**config.mk**
```make
export PLATFORM = sky130hd
export DESIGN_NAME = eips_front
export DESIGN_NICKNAME = d
export VERILOG_FILES = /design/src/rtl/eips_pkg.sv /design/src/rtl/eips_front.sv
export SDC_FILE = /design/constraint.sdc
export NUM_CORES = 1
export LEC_CHECK = 0
export BUFFER_PORTS_ARGS = -buffer_cell sky130_fd_sc_hd__buf_2
export CORE_UTILIZATION = 25
export DETAILED_ROUTE_END_ITERATION = 10
export GPL_TIMING_DRIVEN = 0
export HOLD_SLACK_MARGIN = 0.15
export PLACE_DENSITY = 0.44
export SLEW_MARGIN = 20
export SYNTH_ARGS = -nofsm -noshare
export SYNTH_HDL_FRONTEND = slang
export SYNTH_SLANG_ARGS = --single-unit
```
**constraint.sdc**
```tcl
create_clock -name clk -period 7.25 [get_ports clk]
set_input_delay 0 -clock clk [delete_from_list [all_inputs] [get_ports clk]]
set_output_delay 0 -clock clk [all_outputs]
set_load 0.01 [all_outputs]
```
**src/rtl/eips_pkg.sv**
```systemverilog
// Shared types and constants for the encoder incremental PID speed block.
// Used by the front, queue, back and top-level modules; depends on nothing else.
package eips_pkg;

    localparam int FRAC_BITS   = 8;

    localparam int GAIN_W      = 16;
    localparam int INTERVAL_W  = 20;
    localparam int SCALE_W     = 16;
    localparam int TIME_W      = 32;
    localparam int POS_W       = 32;
    localparam int TARGET_W    = 16;
    localparam int SPEED_W     = 32;
    localparam int DUTY_W      = 8;
    localparam int DIR_W       = 2;
    localparam int CFG_INDEX_W = 3;
    localparam int CFG_DATA_W  = 20;

    localparam logic [INTERVAL_W-1:0] INTERVAL_RESET = 20'd1000;
    localparam logic [SCALE_W-1:0]    SCALE_RESET    = 16'd256;

    // Drive is held in fixed point; 250 needs eight integer bits plus sign.
    localparam int DRIVE_LIMIT = 250;
    localparam int DRIVE_W     = FRAC_BITS + 9;

    localparam int QDEPTH = 4;
    localparam int QPTR_W = $clog2(QDEPTH);

    localparam logic [CFG_INDEX_W-1:0] REG_PROP_GAIN     = 3'd0;
    localparam logic [CFG_INDEX_W-1:0] REG_INTEGRAL_GAIN = 3'd1;
    localparam logic [CFG_INDEX_W-1:0] REG_DERIV_GAIN    = 3'd2;
    localparam logic [CFG_INDEX_W-1:0] REG_INTERVAL      = 3'd3;
    localparam logic [CFG_INDEX_W-1:0] REG_SPEED_SCALE   = 3'd4;

    localparam logic [DIR_W-1:0] DIR_FWD   = 2'd0;
    localparam logic [DIR_W-1:0] DIR_REV   = 2'd1;
    localparam logic [DIR_W-1:0] DIR_BRAKE = 2'd2;

    typedef struct packed {
        logic [GAIN_W-1:0]     prop_gain;
        logic [GAIN_W-1:0]     integral_gain;
        logic [GAIN_W-1:0]     deriv_gain;
        logic [INTERVAL_W-1:0] update_interval_us;
        logic [SCALE_W-1:0]    speed_scale;
    } cfg_t;

    // One classified encoder event on its way from the front to the back.
    typedef struct packed {
        logic [POS_W-1:0]           position;
        logic                       updated;
        logic [POS_W-1:0]           delta;
        logic [TIME_W-1:0]          elapsed;
        logic signed [TARGET_W-1:0] target;
    } entry_t;

endpackage

```
**src/rtl/eips_front.sv**
```systemverilog
// Front end: takes encoder events, keeps the position count and decides
// whether an event triggers a control update. Depends on eips_pkg.
module eips_front (
    input  logic                                  clk,
    input  logic                                  rst_n,
    input  logic                                  item_valid,
    output logic                                  item_stall,
    input  logic                                  phase_a,
    input  logic                                  phase_b,
    input  logic [eips_pkg::TIME_W-1:0]           time_us,
    input  logic signed [eips_pkg::TARGET_W-1:0]  target_speed,
    input  eips_pkg::cfg_t                        cfg,
    input  logic                                  q_full,
    output logic                                  push,
    output eips_pkg::entry_t                      push_entry
);
    import eips_pkg::*;

    logic [POS_W-1:0]  position_reg;
    logic [POS_W-1:0]  pos_at_upd_reg;
    logic [TIME_W-1:0] time_at_upd_reg;
    logic [POS_W-1:0]  position_next;
    logic [TIME_W-1:0] elapsed;
    logic              do_update;

    always_comb
    begin
        if (phase_a != phase_b)
        begin
            position_next = position_reg + POS_W'(1);
        end
        else
        begin
            position_next = position_reg - POS_W'(1);
        end
        // Elapsed time wraps with the timestamp.
        elapsed   = time_us - time_at_upd_reg;
        do_update = elapsed > TIME_W'(cfg.update_interval_us);
    end

    assign item_stall = q_full;
    assign push       = item_valid && !q_full;

    assign push_entry.position = position_next;
    assign push_entry.updated  = do_update;
    assign push_entry.delta    = position_next - pos_at_upd_reg;
    assign push_entry.elapsed  = elapsed;
    assign push_entry.target   = target_speed;

    always_ff @(posedge clk or negedge rst_n)
    begin
        if (!rst_n)
        begin
            position_reg    <= '0;
            pos_at_upd_reg  <= '0;
            time_at_upd_reg <= '0;
        end
        else if (push)
        begin
            position_reg <= position_next;
            if (do_update)
            begin
                pos_at_upd_reg  <= position_next;
                time_at_upd_reg <= time_us;
            end
        end
    end

endmodule

```
* Yosys cells after proc, flatten, opt, wreduce, memory -nomap -nowiden *
Index checks and enable logic that the tools add are counted.
W data, S select, Z words.

operators by class
  add/sub/neg operators = 4
  multiply operators = 0
  div/mod/pow operators = 0
  magnitude comparators = 1
  equality and inequality tests = 1
  shifts and indexed selects = 0
  muxes and demuxes = 1
  bitwise logic cells = 0
  reductions and logical operators = 3

operators by type and width
  kind                     number
  $sub A32 B32 Y32         2
  $add A32 B1 Y32 const B  1
  $gt A32 B20 Y1           1
  $mux W32                 1
  $sub A32 B1 Y32 const B  1
  $reduce_and A2 Y1        1
  $logic_and A1 B1 Y1      1
  $logic_not A1 Y1         1
  $ne A1 B1 Y1             1

storage, ports and cells
  register bits = 96
  bits in latches = 0
  memory bits (writable) = 0
  ROM bits = 0
  bits of input ports = 138
  output and inout port bits = 115
  word-level logic and storage cells = 13
  memories = 0

* Depth between registers and ports, before layout *
  depth after elaboration = 3
  gate-level depth with buffers = 24

* Worst setup path before layout *
Ideal clock, no wire load.

  path type = input to output
  from = input phase_b
  to = output push_entry[78] (netlist name)
  data arrival time = 5.410 ns
  slack = 1.840 ns
  stages = 22
  path buffers = 4
  cell sequence = xor2_1 > clkbuf_1 > clkbuf_1 > buf_1 > buf_1 > xnor2_1 > ha_1 > nand2_1 > or3_1 > nor4_1 > nor2_1 > xnor2_1 > ha_1 > o21a_1 > nor2_1 > o31a_1 > nand3b_1 > a21oi_1 > o211ai_1 > a2111oi_0 > nor3_1 > nand3b_1

RTL lines
  item                line              RTL
  start: declaration  eips_front.sv:9   input logic phase_b,
  end: declaration    eips_front.sv:15  output eips_pkg::entry_t push_entry

==> metrics.log <==
[metrics] multiplexer fraction of the synthesized cell area: 8.340%
[metrics] Crit. Startpoint: phase_b
[metrics] setup violators final: 0
[metrics] data arrival time at the worst-slack endpoint: 6660 ps
[metrics] Final Skew: 10.75 ps
[metrics] WL/cell: 15.51 um
[metrics] number of buffers on the longest clock path: 2
[metrics] Synth Area in Adders: 11.73%
[metrics] maximum cell stage delay along the critical path: 540 ps
[metrics] final worst path period share: 91.80%
[metrics] leakage power of the design: 5.442 nW
[metrics] CTS tree: done
[metrics] Setup Total Neg Slack: 0 ps
[metrics] total power after layout: 5.887 mW
[metrics] Placed Instances: 1863
[metrics] post-route design area: 11680 sq um
[metrics] standard cell with the maximum stage delay on the critical path: nor4_1
[metrics] CP Launch Type: input port
[metrics] die extent in y: 197.1 um
[metrics] Die Width: 197.1 um
[metrics] Detailed Routing Iterations Pass 1: 5
[metrics] number of buffers and inverters on the critical path: 5
[metrics] post-synthesis cell type count: 66
[metrics] Max Clk Rate: 150.3 MHz
[metrics] total of warnings raised by yosys: 0
[metrics] overall fraction of global-route tracks in use: 15.26%
[metrics] worst hold-check path type: in2async
[metrics] area of the die: 38830 sq um
[metrics] dominant combinational cell family by area after synthesis: compound AO/OA/AOI/OAI gates
[metrics] total overflow reported by the global router: 0
[metrics] DR vias: 9030
[metrics] global-route wire length before repair: 46.90 mm
[metrics] post-place instance area: 11050 sq um
[metrics] RD Place Congestion: 0.8520
[metrics] wire length after detailed routing: 29.64 mm
[metrics] Clock Sink Count: 96
[metrics] number of setup buffers added after CTS: 0
[metrics] max-cap violation count: 0
[metrics] Top Ports: 253
[metrics] R2R Path Start: time_at_upd_reg[2]
[metrics] starting density of the core: 25.31%
[metrics] crit-path max FO: 19
[metrics] share of synthesized area occupied by flip-flops and latches: 25.26%
[metrics] gate count after technology mapping: 1179
[metrics] number of buffers added by the clock tree synthesis step: 9
[metrics] Syn-to-layout area delta: 22.77%
[metrics] dominant register cell in the synthesized netlist: dfrtp_1
[metrics] root buf cell: clkbuf_16
[metrics] post-layout net count: 1621
[metrics] top cell family by delay on the critical path: simple AND/OR/NAND/NOR gates
[metrics] reg-to-reg critical path endpoint: time_at_upd_reg[21]
[metrics] synthesized area per cell: 8.068 sq um
[metrics] type of the worst setup path: in2out
[metrics] crit end category: output pin
[metrics] depth of the worst register-to-register path: 21
[metrics] vias per inst: 4.725
[metrics] number of standard cells in the layout, taps in and fillers out: 1911
[metrics] pin count of the biggest net entering global routing: 51
[metrics] fraction of final layout cells sized beyond drive strength 1: 17.36%
[metrics] number of pins with negative max-slew slack in the final report: 0
[metrics] number of nets in the synthesized netlist: 1405
[metrics] Core ar.: 37580 sq um
[metrics] xor and xnor area share after synthesis: 8.932%
[metrics] number of hold violations in the final report: 0
[metrics] unrepaired setup endpoints after global routing: no
[metrics] power density relative to cell area: 504.2 nW/um^2
[metrics] Port Buf Inserts: 172
[metrics] number of remaining DRC errors: 0
[metrics] placed wire-length estimate after detailed placement: 23.56 mm
[metrics] fraction of registers with async set or reset after synthesis: 100.0%
[metrics] number of fillers in the final layout: 4092
[metrics] #FFs+latches synth: 96
[metrics] Util after Layout: 31.08%
[metrics] number of flops mapped to enable cells by yosys: 0
[metrics] clock-pin slew on the worst setup and hold paths: 80 ps
[metrics] fraction of the mapped netlist area in compound gates: 19.23%
[metrics] Placement Rows: 71
[metrics] Slew HR: 31.79%
[metrics] maximum vdd drop: 0.3807 mV
[metrics] area of the mapped netlist: 9512 sq um
[metrics] clock latency at the later pin of the worst-skew pair: 370 ps
[metrics] CP dominant cell by count: buf_2
[metrics] basic-gate share of the synthesized area counting and, or, nand and nor cells: 18.47%
[metrics] required time of the critical path: 7250 ps
[metrics] minimum period implied by the final worst setup slack: 6655 ps
[metrics] diodes inserted: 0
[metrics] CP cell instances: buf_2 -> xor2_2 -> clkbuf_2 -> buf_2 -> buf_2 -> xnor2_1 -> ha_1 -> nand2_1 -> or3_1 -> nor4_1 -> nor2_1 -> mux2i_1 -> xor2_1 -> ha_1 -> and3_1 -> nand4_1 -> nor2_1 -> o211ai_1 -> a31oi_1 -> a41oi_1 -> a21oi_1 -> a31oi_1 -> xnor2_1 -> buf_2
[metrics] Max H-tree Level: 3
[metrics] number of global-route vias before repair: 8734
[metrics] drt initial violations: 377
[metrics] setup slack of the worst register-to-register path: 1690 ps
[metrics] measured slew at the worst slew-check pin: 1014 ps
[metrics] initial antenna violation count: 0
[metrics] number of antenna-violating nets in the routed design: 0
[metrics] result of the run: completed
-- power by group --
group	internal, mW	total (mW)	leakage (nW)	switching [mW]
Clock	0.241	0.493	0.144	0.252
Sequential	0.722	0.824	1.17	0.101
Combinational	1.88	4.57	4.13	2.69
Total	2.85	5.89	5.44	3.04
-- worst max-delay path by stage --
stage               cells past startpoint              to
floorplan                              22  push_entry[78]
global placement                       24  push_entry[78]
detailed placement                     24  push_entry[78]
CTS                                    25  push_entry[79]
global route                           24  push_entry[79]
finish                                 24  push_entry[79]
-- synthesized netlist by cell type (all sizes together), types with 6 or more instances --
| cell type | count | area share [%] |
|---|---|---|
| nand2 | 117 | 4.6 |
| inv | 110 | 4.3 |
| dfrtp | 96 | 25 |
| nor2 | 88 | 3.5 |
| ha | 86 | 11 |
| a21oi | 84 | 4.4 |
| xnor2 | 69 | 6.4 |
| mux2 | 66 | 7.8 |
| o21ai | 56 | 2.9 |
| clkbuf | 42 | 1.7 |
| buf | 31 | 2.0 |
| xor2 | 28 | 2.6 |
| nand3 | 26 | 1.4 |
| a21o | 25 | 2.0 |
| nor3 | 23 | 1.2 |
| nand4 | 22 | 1.4 |
| a31oi | 14 | 0.92 |
| a211oi | 13 | 1.1 |
| nor4 | 13 | 1.0 |
| nand2b | 12 | 0.79 |
| and3 | 11 | 0.72 |
| nor2b | 11 | 0.72 |
| o211ai | 11 | 0.87 |
| o21a | 11 | 0.87 |
| a21boi | 9 | 0.71 |
| a41oi | 8 | 0.93 |
| and2 | 8 | 0.53 |
| o31a | 8 | 0.74 |
| o31ai | 8 | 0.63 |
| or2 | 8 | 0.53 |
| and4 | 6 | 0.55 |
-- stage by stage --
step,hold slack [ps],setup WS (ps)
after floorplan,-295.6,1840
after global placement,184.4,-929.9
after detailed placement,-5.603,-690.8
after CTS,167.0,104.9
after global routing,185.7,154.7
final,133.6,594.7
-- kinds of logic after synthesis --
logic type	after synthesis
adder cells (fa/ha/maj)	88
multiplexers	71
AO/OA/AOI/OAI	281
buffers and inverters	183
AND/OR/NAND/NOR	363
XOR/XNOR	97
flip-flops	96
-- area by class of cell --
cell class | count | area (sq um) | area share (%)
well taps | 511 | 639.4 | 5.475
repair buffers | 206 | 1225 | 10.49
inverters | 110 | 412.9 | 3.536
flip-flops and latches | 96 | 2402 | 20.57
multi-input cells | 900 | 6359 | 54.45
clock buffers | 9 | 225.2 | 1.929
plain buffers | 72 | 351.6 | 3.011
clock inverters | 7 | 62.56 | 0.5357
-- cells in the final DEF, fill, tap and decap left out, types with 14 or more instances in the layout --
cell type and n:
nand3_1 26, nand4_1 22, ha_1 86, xnor2_1 69, dfrtp_1 96, a31oi_1 14, xor2_1 27, mux2_1 59
o21ai_0 53, buf_2 181, a21oi_1 84, inv_1 108, nor3_1 23, a21o_1 25, nor2_1 88, nand2_1 117
dlygate4sd3_1 33, buf_4 18, clkbuf_1 40
-- per-layer routing --
layer	vias to the layer above	track usage, %	routed length [um]
met3	21	2.237	946
met5	-	0	0
li1	4591	-	-
met1	4241	19.54	14040
met2	177	26.87	14270
met4	0	3.503	385
-- what timing repair did --
item,4_1_cts,5_1_grt
hold buffers,33,0
endpoints found under the setup margin,6,4
endpoints found under the hold margin,128,0
resized for setup,4,2
Note: power is estimated with default switching activity, not from simulation.
