[config.mk]
export PLATFORM = sky130hd
export DESIGN_NAME = eips_queue
export DESIGN_NICKNAME = d
export VERILOG_FILES = /design/src/rtl/eips_pkg.sv /design/src/rtl/eips_queue.sv
export SDC_FILE = /design/constraint.sdc
export NUM_CORES = 1
export LEC_CHECK = 0
export BUFFER_PORTS_ARGS = -buffer_cell sky130_fd_sc_hd__buf_2
export CAP_MARGIN = 15
export CORE_MARGIN = 2
export CORE_UTILIZATION = 51
export CTS_CLUSTER_DIAMETER = 100
export DETAILED_ROUTE_END_ITERATION = 8
export GPL_ROUTABILITY_DRIVEN = 0
export PLACE_DENSITY_LB_ADDON = 0.15
export SLEW_MARGIN = 20
export SYNTH_ARGS = -nofsm -noshare
export SYNTH_HDL_FRONTEND = slang
export SYNTH_SLANG_ARGS = --single-unit
[constraint.sdc]
create_clock -name clk -period 4 [get_ports clk]
set_input_delay 0.2 -clock clk [delete_from_list [all_inputs] [get_ports clk]]
set_output_delay 0.2 -clock clk [all_outputs]
set_load 0.1 [all_outputs]
[src/rtl/eips_pkg.sv]
// Shared types and constants for the encoder incremental PID speed block.
// Used by the front, queue, back and top-level modules; depends on nothing else.
package eips_pkg;

    localparam int FRAC_BITS   = 8;

    localparam int GAIN_W      = 16;
    localparam int INTERVAL_W  = 20;
    localparam int SCALE_W     = 16;
    localparam int TIME_W      = 32;
    localparam int POS_W       = 32;
    localparam int TARGET_W    = 16;
    localparam int SPEED_W     = 32;
    localparam int DUTY_W      = 8;
    localparam int DIR_W       = 2;
    localparam int CFG_INDEX_W = 3;
    localparam int CFG_DATA_W  = 20;

    localparam logic [INTERVAL_W-1:0] INTERVAL_RESET = 20'd1000;
    localparam logic [SCALE_W-1:0]    SCALE_RESET    = 16'd256;

    // Drive is held in fixed point; 250 needs eight integer bits plus sign.
    localparam int DRIVE_LIMIT = 250;
    localparam int DRIVE_W     = FRAC_BITS + 9;

    localparam int QDEPTH = 4;
    localparam int QPTR_W = $clog2(QDEPTH);

    localparam logic [CFG_INDEX_W-1:0] REG_PROP_GAIN     = 3'd0;
    localparam logic [CFG_INDEX_W-1:0] REG_INTEGRAL_GAIN = 3'd1;
    localparam logic [CFG_INDEX_W-1:0] REG_DERIV_GAIN    = 3'd2;
    localparam logic [CFG_INDEX_W-1:0] REG_INTERVAL      = 3'd3;
    localparam logic [CFG_INDEX_W-1:0] REG_SPEED_SCALE   = 3'd4;

    localparam logic [DIR_W-1:0] DIR_FWD   = 2'd0;
    localparam logic [DIR_W-1:0] DIR_REV   = 2'd1;
    localparam logic [DIR_W-1:0] DIR_BRAKE = 2'd2;

    typedef struct packed {
        logic [GAIN_W-1:0]     prop_gain;
        logic [GAIN_W-1:0]     integral_gain;
        logic [GAIN_W-1:0]     deriv_gain;
        logic [INTERVAL_W-1:0] update_interval_us;
        logic [SCALE_W-1:0]    speed_scale;
    } cfg_t;

    // One classified encoder event on its way from the front to the back.
    typedef struct packed {
        logic [POS_W-1:0]           position;
        logic                       updated;
        logic [POS_W-1:0]           delta;
        logic [TIME_W-1:0]          elapsed;
        logic signed [TARGET_W-1:0] target;
    } entry_t;

endpackage

[src/rtl/eips_queue.sv]
// Short FIFO of classified events between the front and the back.
// Depends on eips_pkg for the entry type and depth.
module eips_queue (
    input  logic              clk,
    input  logic              rst_n,
    input  logic              push,
    input  eips_pkg::entry_t  push_entry,
    input  logic              pop,
    output logic              full,
    output logic              empty,
    output eips_pkg::entry_t  head
);
    import eips_pkg::*;

    entry_t             slot_reg [QDEPTH];
    logic [QPTR_W-1:0]  wr_ptr_reg;
    logic [QPTR_W-1:0]  rd_ptr_reg;
    logic [QPTR_W:0]    count_reg;
    logic [QPTR_W:0]    count_next;

    assign full  = count_reg == (QPTR_W + 1)'(QDEPTH);
    assign empty = count_reg == '0;
    assign head  = slot_reg[rd_ptr_reg];

    always_comb
    begin
        count_next = count_reg;
        if (push && !pop)
        begin
            count_next = count_reg + (QPTR_W + 1)'(1);
        end
        else if (pop && !push)
        begin
            count_next = count_reg - (QPTR_W + 1)'(1);
        end
    end

    always_ff @(posedge clk or negedge rst_n)
    begin
        if (!rst_n)
        begin
            wr_ptr_reg <= '0;
            rd_ptr_reg <= '0;
            count_reg  <= '0;
        end
        else
        begin
            count_reg <= count_next;
            if (push)
            begin
                wr_ptr_reg <= wr_ptr_reg + QPTR_W'(1);
            end
            if (pop)
            begin
                rd_ptr_reg <= rd_ptr_reg + QPTR_W'(1);
            end
        end
    end

    always_ff @(posedge clk)
    begin
        if (push)
        begin
            slot_reg[wr_ptr_reg] <= push_entry;
        end
    end

`ifndef NO_ASSERTIONS
    a_count_bound: assert property (@(posedge clk) disable iff (!rst_n)
        count_reg <= (QPTR_W + 1)'(QDEPTH))
        else $error("queue count beyond depth");

    a_no_overflow: assert property (@(posedge clk) disable iff (!rst_n)
        full |-> !push)
        else $error("push into a full queue");

    a_no_underflow: assert property (@(posedge clk) disable iff (!rst_n)
        empty |-> !pop)
        else $error("pop from an empty queue");
`endif

endmodule

; ---- Word-level counts from Yosys, hierarchy flattened
; Memory sizes are Yosys's and may differ from the RTL's.
; Cells that the tools add are included.
; Widths: inputs -> output; s select.
[word_totals]
mem_bits_ro = 0
input_bits = 117
register_bits = 7
latchBits = 0
mem_count = 1
ram_bits = 452
[classes]
div = 0
n_lt_le_gt_ge = 0
bitwise = 0
add_sub_neg = 4
n_reduce_logical = 6
shifts = 0
n_eq_ne = 1
multipliers = 0
n_mux = 4
[memory_table]
columns = memory, words, width, rd, rd_ports_with_merged_regs, wr, line_no
row1 = slot_reg, 4, 113, 1, 0, 1, eips_queue.sv:15  ; entry_t slot_reg [QDEPTH];
[ops]
columns = operator, n
row1 = $mux 3, 2
row2 = $add 2x1->2 const B, 2
row3 = $add 3x1->3 const B, 1
row4 = $eq 3x3->1 const B, 1
row5 = $logic_not 3->1, 1
row6 = $sub 3x1->3 const B, 1
row7 = $logic_and 1x1->1, 2
row8 = $logic_not 1->1, 2
row9 = $mux 1, 2
row10 = $reduce_bool 2->1, 1

; ---- Longest topological paths before layout
; Gate-level depths: netlist of run 1.
[logic_depth]
ltp_word = 4
mapped_depth = 7
depth_no_buf = 7

; ---- Worst setup path after synthesis of run 1
; OpenSTA, ideal clock, no wires.
[synth_timing]
kind = reg-to-reg
from = reg wr_ptr_reg[0]
to = mem slot_reg[2][0] (netlist bit) (enable)
path_buffers = 0
synth_period_minus_slack_ns = 3.702
path_slack_ns = 0.298
arrival_ns = 3.217
required_ns = 3.515
path_stages_with_launch = 4
path_cell_list = dfrtp_1 inv_1 ha_1 and2_1
[synth_rtl]
columns = element, line_no
row1 = "start, declared", eips_queue.sv:16  ; logic [QPTR_W-1:0] wr_ptr_reg;
row2 = "start signal, assigned", eips_queue.sv:51  ; wr_ptr_reg <= wr_ptr_reg + QPTR_W'(1);
row3 = "end, declared", eips_queue.sv:15
; Straight into the memory's write port.

==> impl_metrics.tcl, run 1 <==
set metrics [dict create \
    finalHoldViolCount 0 \
    placedCellCount 1286 \
    startpoint_type "flip-flop" \
    worstSetupEndpointType "primary output" \
    ctsLongestPathBuffers 3 \
    final-instance-count-excl-fill 1489 \
    drt-initial-drc-count 513 \
    antenna_found_initial 3 \
    cts_root_buf "sky130_fd_sc_hd__clkbuf_16" \
    htree_num_levels 2 \
    gr-usage-all-layers_pct 18.8 \
    cts.reportedPaths.clkPinSlew_ns 0.06 \
    clock_tree_sinks 459 \
    io_pins 232 \
    die_h_um 185 \
    first_global_vias 8601 \
    worst_slack_ns 1.05 \
    areaGrowthSynthToFinish_pct 26.2 \
    drt_pre_antenna_iters 4 \
    clock_skew_ns 0.0102 \
    critPathRequiredTime_ns 3.80 \
    placement.io_buffers 231 \
    hold_path.class "input port to async pin" \
    final.hold.worst_slack_ns 0.0367 \
    drcViolationCount 0 \
    nFillCells 2189 \
    clk-insertion-delay-late_ns 0.53 \
    grt_overflow 0 \
    synth_area_per_cell_um2 26.7 \
    crit_slowest_cell "sky130_fd_sc_hd__dfrtp_4" \
    run_status "finished, final reports clean" \
    worst_ep_arrival_time_ns 2.75 \
    ant_nets 0 \
    grt_max_degree 89 \
    fp.dieW_um 185 \
    synth-seq-cells 459 \
    floorplan.initialDensity_pct 51.5 \
    core_um2 32400 \
    netlist_top_cells_area "sky130_fd_sc_hd__edfxtp_1 81%, sky130_fd_sc_hd__mux4_2 15%, sky130_fd_sc_hd__dfrtp_1 1.1%, sky130_fd_sc_hd__buf_6 0.47%, sky130_fd_sc_hd__buf_2 0.42%" \
    synth_top_cell_by_area "sky130_fd_sc_hd__edfxtp_1" \
    avgViaCountPerCell 5.35 \
    slew_violations 0 \
    ys.warnings.count 0 \
    rsz0062_at_grt "no" \
    fin_setup_tns_ns 0 \
    placement.setup.worst_slack_ns 1.55 \
    maxSlewHeadroom_pct 38.5 \
    synth-seq-area-share_pct 82.4 \
    min_period_ns 2.95 \
    post_synth_num_cell_types 19 \
    setup.worst_path.class "flip-flop to primary output" \
    achievable-frequency_ghz 0.339 \
    synth_top_cell_area_share_pct 81.4 \
    sequence_of_cells_on_the_critical_path "buf_4 > mux4_2 > buf_2" \
    synth_ff_type "sky130_fd_sc_hd__edfxtp_1" \
    synthesis.nets 748 \
    worst_path_largest_cell_delay_ns 0.94 \
    setup_viol 0 \
    dieArea_um2 34200 \
    async_flop_share_pct 1.53 \
    maxCapViolations 0 \
    place.detailed.hpwl_mm 18.8 \
    yosys.cell_count.top_type "sky130_fd_sc_hd__edfxtp_1" \
    cts_inserted_buffers 47 \
    critical_path_peak_fanout 40 \
    final.period_utilization_pct 73.8 \
    drive_above_1_share_pct 41.4 \
    syn-instance-count 625 \
    vias 7964 \
    synth_cell_count_leaders "452 x sky130_fd_sc_hd__edfxtp_1, 113 x sky130_fd_sc_hd__mux4_2, 14 x sky130_fd_sc_hd__buf_2" \
    routed_wire_length_per_instance_um 21.5 \
    cts_tree "yes" \
    wirelength_mm 32.1 \
    final_nets 1132 \
    largest_reg_flops 452 \
    fp-row-count 66 \
    cts.repair.resized 0 \
    netlist_area_um2 16700 \
    grt_first_pass_wirelength_mm 48.0 \
    number_of_flops_mapped_to_enable_cells_by_yosys 452 \
    worst-slew-pin-transition_ns 0.923 \
]
==> cells by family after synthesis <==
family                     count (synthesis)  synth area share [%]
buffers and inverters                     30                  1.12
adders and majority gates                  6                 0.495
xor gates and xnor gates                   6                 0.315
DFF                                      459                  82.4
and+or+nand+nor                            9                 0.293
AOI/OAI and AO/OA                          1                0.0300
muxes                                    114                  15.3
==> placed cells by master, fill, tap and decap left out <==
cell / n
sky130_fd_sc_hd__buf_2: 231
sky130_fd_sc_hd__buf_12: 7
sky130_fd_sc_hd__mux2_2: 1
sky130_fd_sc_hd__clkinv_1: 5
sky130_fd_sc_hd__dfrtp_1: 5
sky130_fd_sc_hd__clkbuf_16: 49
sky130_fd_sc_hd__clkbuf_8: 5
sky130_fd_sc_hd__diode_2: 3
sky130_fd_sc_hd__fa_1: 1
sky130_fd_sc_hd__nand2_1: 2
sky130_fd_sc_hd__clkinvlp_4: 2
sky130_fd_sc_hd__clkbuf_1: 12
sky130_fd_sc_hd__nor3_1: 1
sky130_fd_sc_hd__mux4_2: 113
sky130_fd_sc_hd__inv_1: 4
sky130_fd_sc_hd__o21ai_0: 1
sky130_fd_sc_hd__dfrtp_4: 2
sky130_fd_sc_hd__xnor2_1: 2
sky130_fd_sc_hd__ha_1: 5
sky130_fd_sc_hd__xor2_1: 4
sky130_fd_sc_hd__edfxtp_1: 452
sky130_fd_sc_hd__buf_4: 7
sky130_fd_sc_hd__nor3b_1: 1
sky130_fd_sc_hd__bufinv_16: 1
sky130_fd_sc_hd__and2_4: 4
sky130_fd_sc_hd__dlygate4sd3_1: 116
sky130_fd_sc_hd__nor2_1: 1
sky130_fd_sc_hd__clkinv_2: 10
==> worst paths after layout <==
check	slack, ns	cells past startpoint	start	end
setup / recovery	1.05	3	rd_ptr_reg[0]	head[50]
hold / removal	0.04	2	rst_n	count_reg[0]
setup reg to reg	1.79	4	wr_ptr_reg[1]	slot_reg[1][111]
hold reg to reg	0.49	1	count_reg[2]	count_reg[2]
max in group asynchronous	3.78	2	rst_n	rd_ptr_reg[1]
min in group clk	0.42	2	push_entry[11]	slot_reg[3][11]
==> worst max-delay path: cells and delay by family, from the launching register on <==
| family | cells | cell delay, ns |
|---|---|---|
| buf+inv | 2 | 0.66 |
| flops | 1 | 0.94 |
| mux | 1 | 0.56 |
==> per-layer routing <==
layer	GRT usage [%]	share of wire [%]
met1	24.1	40
met2	32.0	51
met3	4.58	6.4
met4	6.00	2.4
met5	0	0
==> per-stage QoR <==
stage               utilization (%)  area, um^2
finish                         65.0       21100
global route                   65.0       21000
CTS                            65.0       21000
detailed placement             56.9       18400
global placement               56.9       18400
floorplan                         -       16700
==> final cells by class <==
type | count | area, um^2 | share of cell area (%)
flip-flops and latches | 459 | 13800 | 65.3
clock buffers | 66 | 1340 | 6.37
inverters | 4 | 15.0 | 0.0713
multi-input cells | 136 | 2760 | 13.1
repair buffers | 361 | 2510 | 11.9
clock inverters | 18 | 114 | 0.541
diodes | 3 | 7.51 | 0.0357
well taps | 442 | 553 | 2.63
==> what timing repair did <==
item | CTS | global route
setup buffers | 0 | 0
hold buffers | 116 | 0
hold endpoints to repair | 463 | 0
setup endpoints to repair | 0 | 0
Power of run 1 is left out: the tool's default activity adds up to more than one toggle a clock period on the data nets, which glitch-free logic cannot reach.
==> inputs of run 2 (changes only) <==
CORE_UTILIZATION = 55   (was 51)
clock period = 2.8 ns   (was 4 ns; I/O delays follow)
==> run 2 against run 1 <==
Worst setup slack lost 0.72 ns. Clock-buffer cell count shrank 2. Non-clock buffer count grew 11. Die area shrank 7.1%. Critical path depth is the same. Routed wire length grew 1.3%. Global-route usage grew 2.1 points.
==> impl_metrics.tcl, run 2 (synthesized netlist as in run 1, its figures left out) <==
set metrics [dict create \
    io_pins 232 \
    min_period_ns 2.47 \
    critical_path_peak_fanout 14 \
    worst_r2r_endpoint "slot_reg[2][93]" \
    finalHoldViolCount 0 \
    mostFrequentLayoutCell "sky130_fd_sc_hd__edfxtp_1" \
    largest_reg_flops 452 \
    first_global_vias 8640 \
    maxSlewHeadroom_pct 57.6 \
    worst_ep_arrival_time_ns 2.33 \
    cts_root_buf "sky130_fd_sc_hd__clkbuf_16" \
    rsz0062_at_grt "no" \
    ctsLongestPathBuffers 3 \
    grt_first_pass_wirelength_mm 49.5 \
    vias 7970 \
    achievable-frequency_ghz 0.404 \
    htree_num_levels 2 \
    cts_inserted_buffers 46 \
    areaGrowthSynthToFinish_pct 27.2 \
    hold_path.class "input port to flip-flop" \
    startpoint_type "flip-flop" \
    placement.io_buffers 231 \
    dieArea_um2 31700 \
    worst_reg2reg_path_startpoint "wr_ptr_reg[0]" \
    die_h_um 178 \
    final.period_utilization_pct 88.4 \
    drcViolationCount 0 \
    cts_tree "yes" \
    routed_wire_length_per_instance_um 22.4 \
    fin_setup_tns_ns 0 \
    cts.repair.resized 0 \
    most-common-layout-cells "452 x sky130_fd_sc_hd__edfxtp_1, 231 x sky130_fd_sc_hd__buf_2, 117 x sky130_fd_sc_hd__dlygate4sd3_1" \
    reg2reg_setup_slack_ns 0.85 \
    gr-usage-all-layers_pct 20.9 \
    area.sequential_um2 13800 \
    antenna_found_initial 2 \
    setup_viol 0 \
    cts.reportedPaths.clkPinSlew_ns 0.06 \
    setup.worst_path.class "flip-flop to primary output" \
    run_status "finished, final reports clean" \
    critPathRequiredTime_ns 2.66 \
    multiInputGateArea_um2 2760 \
    floorplan.initialDensity_pct 56.1 \
    wirelength_mm 32.5 \
    fp.dieW_um 178 \
    ant_nets 0 \
    clk-insertion-delay-late_ns 0.53 \
    nFillCells 1758 \
    grt_overflow 0 \
    drt-initial-drc-count 612 \
    final_nets 1142 \
    core_um2 29700 \
    drive_above_1_share_pct 41.6 \
    grt_max_degree 38 \
    fp-row-count 63 \
    place.detailed.hpwl_mm 19.3 \
    critical_path_endpoint "head[68]" \
    worst-slew-pin-transition_ns 0.637 \
    slew_violations 0 \
    clock_tree_sinks 459 \
    worstSetupEndpointType "primary output" \
    maxCapViolations 0 \
    worst-r2r-cell-count 4 \
    avgViaCountPerCell 5.51 \
    clock_skew_ns 0.00976 \
    drt_pre_antenna_iters 6 \
    critical_path_start "rd_ptr_reg[0]" \
]
run 2: changes by cell type in the layout (fill, tap and decap cells not counted), sizes merged:
cell and delta:
clkinvlp -1, clkinv -2, clkbuf -2, bufinv +4, dlygate4sd3 +1, buf +10
run 2: worst min-delay path by stage:
stage | cells after the start | to | from
floorplan | 0 | count_reg[0] | rst_n
global placement | 1 | count_reg[2] | rst_n
detailed placement | 1 | count_reg[2] | rst_n
CTS | 2 | slot_reg[1][90] | push_entry[90]
global route | 2 | slot_reg[3][18] | push_entry[18]
finish | 2 | slot_reg[3][13] | push_entry[13]
run 2: repair_timing:
item                      4_1_cts  5_1_grt
buffers inserted                0        0
hold buffers                  117        0
hold endpoints to repair      463        0
run 2: metrics by stage:
step / instance area, um^2 / setup WS (ns) / util [%] / cells / hold slack [ns]
final: 21200 / 0.325 / 71.4 / 1447 / 0.349
after global routing: 21200 / 0.220 / 71.4 / 1447 / 0.344
after CTS: 21200 / 0.271 / 71.4 / 1444 / 0.330
after detailed placement: 18500 / 0.825 / 62.3 / 1244 / 0.00222
after global placement: 18500 / 0.873 / 62.3 / 1244 / -0.00689
after floorplan: 16700 / 0.00718 / - / 625 / -0.156
run 2: area by class of cell:
class | instances | area share (%)
sequential | 459 | 64.8
clock buffer | 64 | 6.14
tap | 390 | 2.30
timing repair buffer | 372 | 12.6
multi-input combinational | 136 | 13.0
antenna | 3 | 0.0354
clock inverter | 19 | 1.01
inverter | 4 | 0.0708
run 2: worst max-delay path: stages (launching register included):
cell                      delay (ns)
sky130_fd_sc_hd__dfrtp_4        0.56
sky130_fd_sc_hd__buf_4          0.34
sky130_fd_sc_hd__mux4_2         0.57
sky130_fd_sc_hd__buf_2          0.31
run 2: per-layer routing:
metal / share of wire, % / global-route usage [%] / up-vias
met2: 52 / 35.4 / 269
li1: - / - / 3497
met5: 0 / 0 / -
met3: 5.9 / 4.54 / 54
met1: 40 / 27.7 / 4150
met4: 2.1 / 5.94 / 0
Power of run 2 is left out for the same reason.
==> inputs of run 3 (changes only) <==
ABC_CLOCK_PERIOD_IN_PS = 2800   (was unset)
BUFFER_PORTS_ARGS = -buffer_cell sky130_fd_sc_hd__clkbuf_2   (was -buffer_cell sky130_fd_sc_hd__buf_2)
SKIP_CTS_REPAIR_TIMING = 1   (was unset)
==> run 3 against run 2 <==
Design area is 0.41% lower. Highest routed layer unchanged. The run now ends with negative hold slack left. Clock-buffer cell count is 5 lower. Cell count is 0.62% lower. Global-route usage is 1.3 points lower.
==> impl_metrics.tcl, run 3 (synthesized netlist as in run 1, its figures left out) <==
set metrics [dict create \
    run_status "finished, violations left" \
    failed_checks "negative hold slack" \
    first_global_vias 8195 \
    grt_first_pass_wirelength_mm 46.2 \
    final.hold.worst_slack_ns -0.000302 \
    place.detailed.hpwl_mm 18.8 \
    mostFrequentLayoutCell "sky130_fd_sc_hd__edfxtp_1" \
    crit_cells 3 \
    placedCellCount 1238 \
    critical_path_peak_fanout 68 \
    met3_wirelength_mm 2.14 \
    io_pins 232 \
    worst-slew-pin-transition_ns 0.659 \
    final.period_utilization_pct 93.3 \
    timing.critical_path.buf_inv 2 \
    fin_setup_tns_ns 0 \
    largest_reg_flops 452 \
    placement.setup.worst_slack_ns 0.678 \
    fp.dieW_um 178 \
    areaGrowthSynthToFinish_pct 26.7 \
    multiInputGateArea_um2 2760 \
    avgViaCountPerCell 5.53 \
    ant_nets 0 \
    area.sequential_um2 13800 \
    ctsLongestPathBuffers 3 \
    clock_tree_sinks 459 \
    setup_viol 0 \
    achievable-frequency_ghz 0.383 \
    clock_skew_ns 0.00908 \
    slew_violations 0 \
    routed_wire_length_per_instance_um 21.9 \
    wirelength_mm 31.5 \
    critPathRequiredTime_ns 2.66 \
    cts.reportedPaths.clkPinSlew_ns 0.06 \
    worst_ep_arrival_time_ns 2.47 \
    drive_above_1_share_pct 41.5 \
    routedLengthMet1_mm 12.3 \
    final-instance-count-excl-fill 1438 \
    antenna_found_initial 1 \
    clk-insertion-delay-late_ns 0.54 \
    maxUsedRoutingLayer "met4" \
    worst_slack_ns 0.187 \
    htree_num_levels 2 \
    placement.io_buffers 231 \
    crit_slowest_cell "sky130_fd_sc_hd__mux4_2" \
    worst_path_largest_cell_delay_ns 0.61 \
    setup.worst_path.class "flip-flop to primary output" \
    worst-r2r-cell-count 4 \
    critPathTopFamily "buffers and inverters" \
    drt-initial-drc-count 648 \
    dieArea_um2 31700 \
    most-common-layout-cells "452 x sky130_fd_sc_hd__edfxtp_1, 230 x sky130_fd_sc_hd__clkbuf_2, 116 x sky130_fd_sc_hd__dlygate4sd3_1" \
    final_nets 1135 \
    worstSetupEndpointType "primary output" \
    cts_inserted_buffers 46 \
    die_h_um 178 \
    gr-usage-all-layers_pct 19.6 \
    min_period_ns 2.61 \
    maxSlewHeadroom_pct 56.1 \
    cts_tree "yes" \
    rsz0062_at_grt "no" \
    floorplan.initialDensity_pct 56.1 \
    sequence_of_cells_on_the_critical_path "buf_16 > mux4_2 > clkbuf_2" \
    core_um2 29700 \
    vias 7952 \
    drt_pre_antenna_iters 5 \
    nFillCells 1747 \
    hold_path.class "input port to async pin" \
    routed-wl-met2_mm 16.4 \
    startpoint_type "flip-flop" \
    drcViolationCount 0 \
    finalHoldViolCount 2 \
    cts_root_buf "sky130_fd_sc_hd__clkbuf_16" \
    maxCapViolations 0 \
    grt_overflow 0 \
    grt_max_degree 69 \
    fp-row-count 63 \
]
[run 3: cell type report]
| type | count | area share, % |
|---|---|---|
| Clock buffer | 59 | 5.98 |
| Inverter | 4 | 0.0710 |
| Timing Repair Buffer | 365 | 12.4 |
| Sequential cell | 459 | 65.1 |
| Multi-Input combinational cell | 136 | 13.0 |
| Clock inverter | 24 | 1.14 |
| Antenna cell | 1 | 0.0118 |
| Tap cell | 390 | 2.31 |
[run 3: stage by stage]
stage / cell area, um^2 / util, %
floorplan: 16700 / -
global route: 21100 / 71.1
detailed placement: 18500 / 62.1
global placement: 18500 / 62.1
CTS: 20000 / 67.2
finish: 21100 / 71.1
[run 3: final timing paths]
check,to,slack [ns],start
max,head[24],0.19,rd_ptr_reg[0]
min,count_reg[2],-0.0003,rst_n
max reg2reg,slot_reg[2][67],0.91,wr_ptr_reg[0]
min reg2reg,count_reg[2],0.51,count_reg[2]
max in group asynchronous,rd_ptr_reg[0],2.61,rst_n
min in group clk,slot_reg[3][17],0.37,push_entry[17]
[run 3: metal layers]
| layer | track usage [%] | vias to the layer above |
|---|---|---|
| met3 | 5.69 | 47 |
| li1 | - | 3491 |
| met5 | 0 | - |
| met1 | 24.8 | 4156 |
| met2 | 33.3 | 258 |
| met4 | 5.53 | 0 |
Power of run 3 is left out for the same reason.
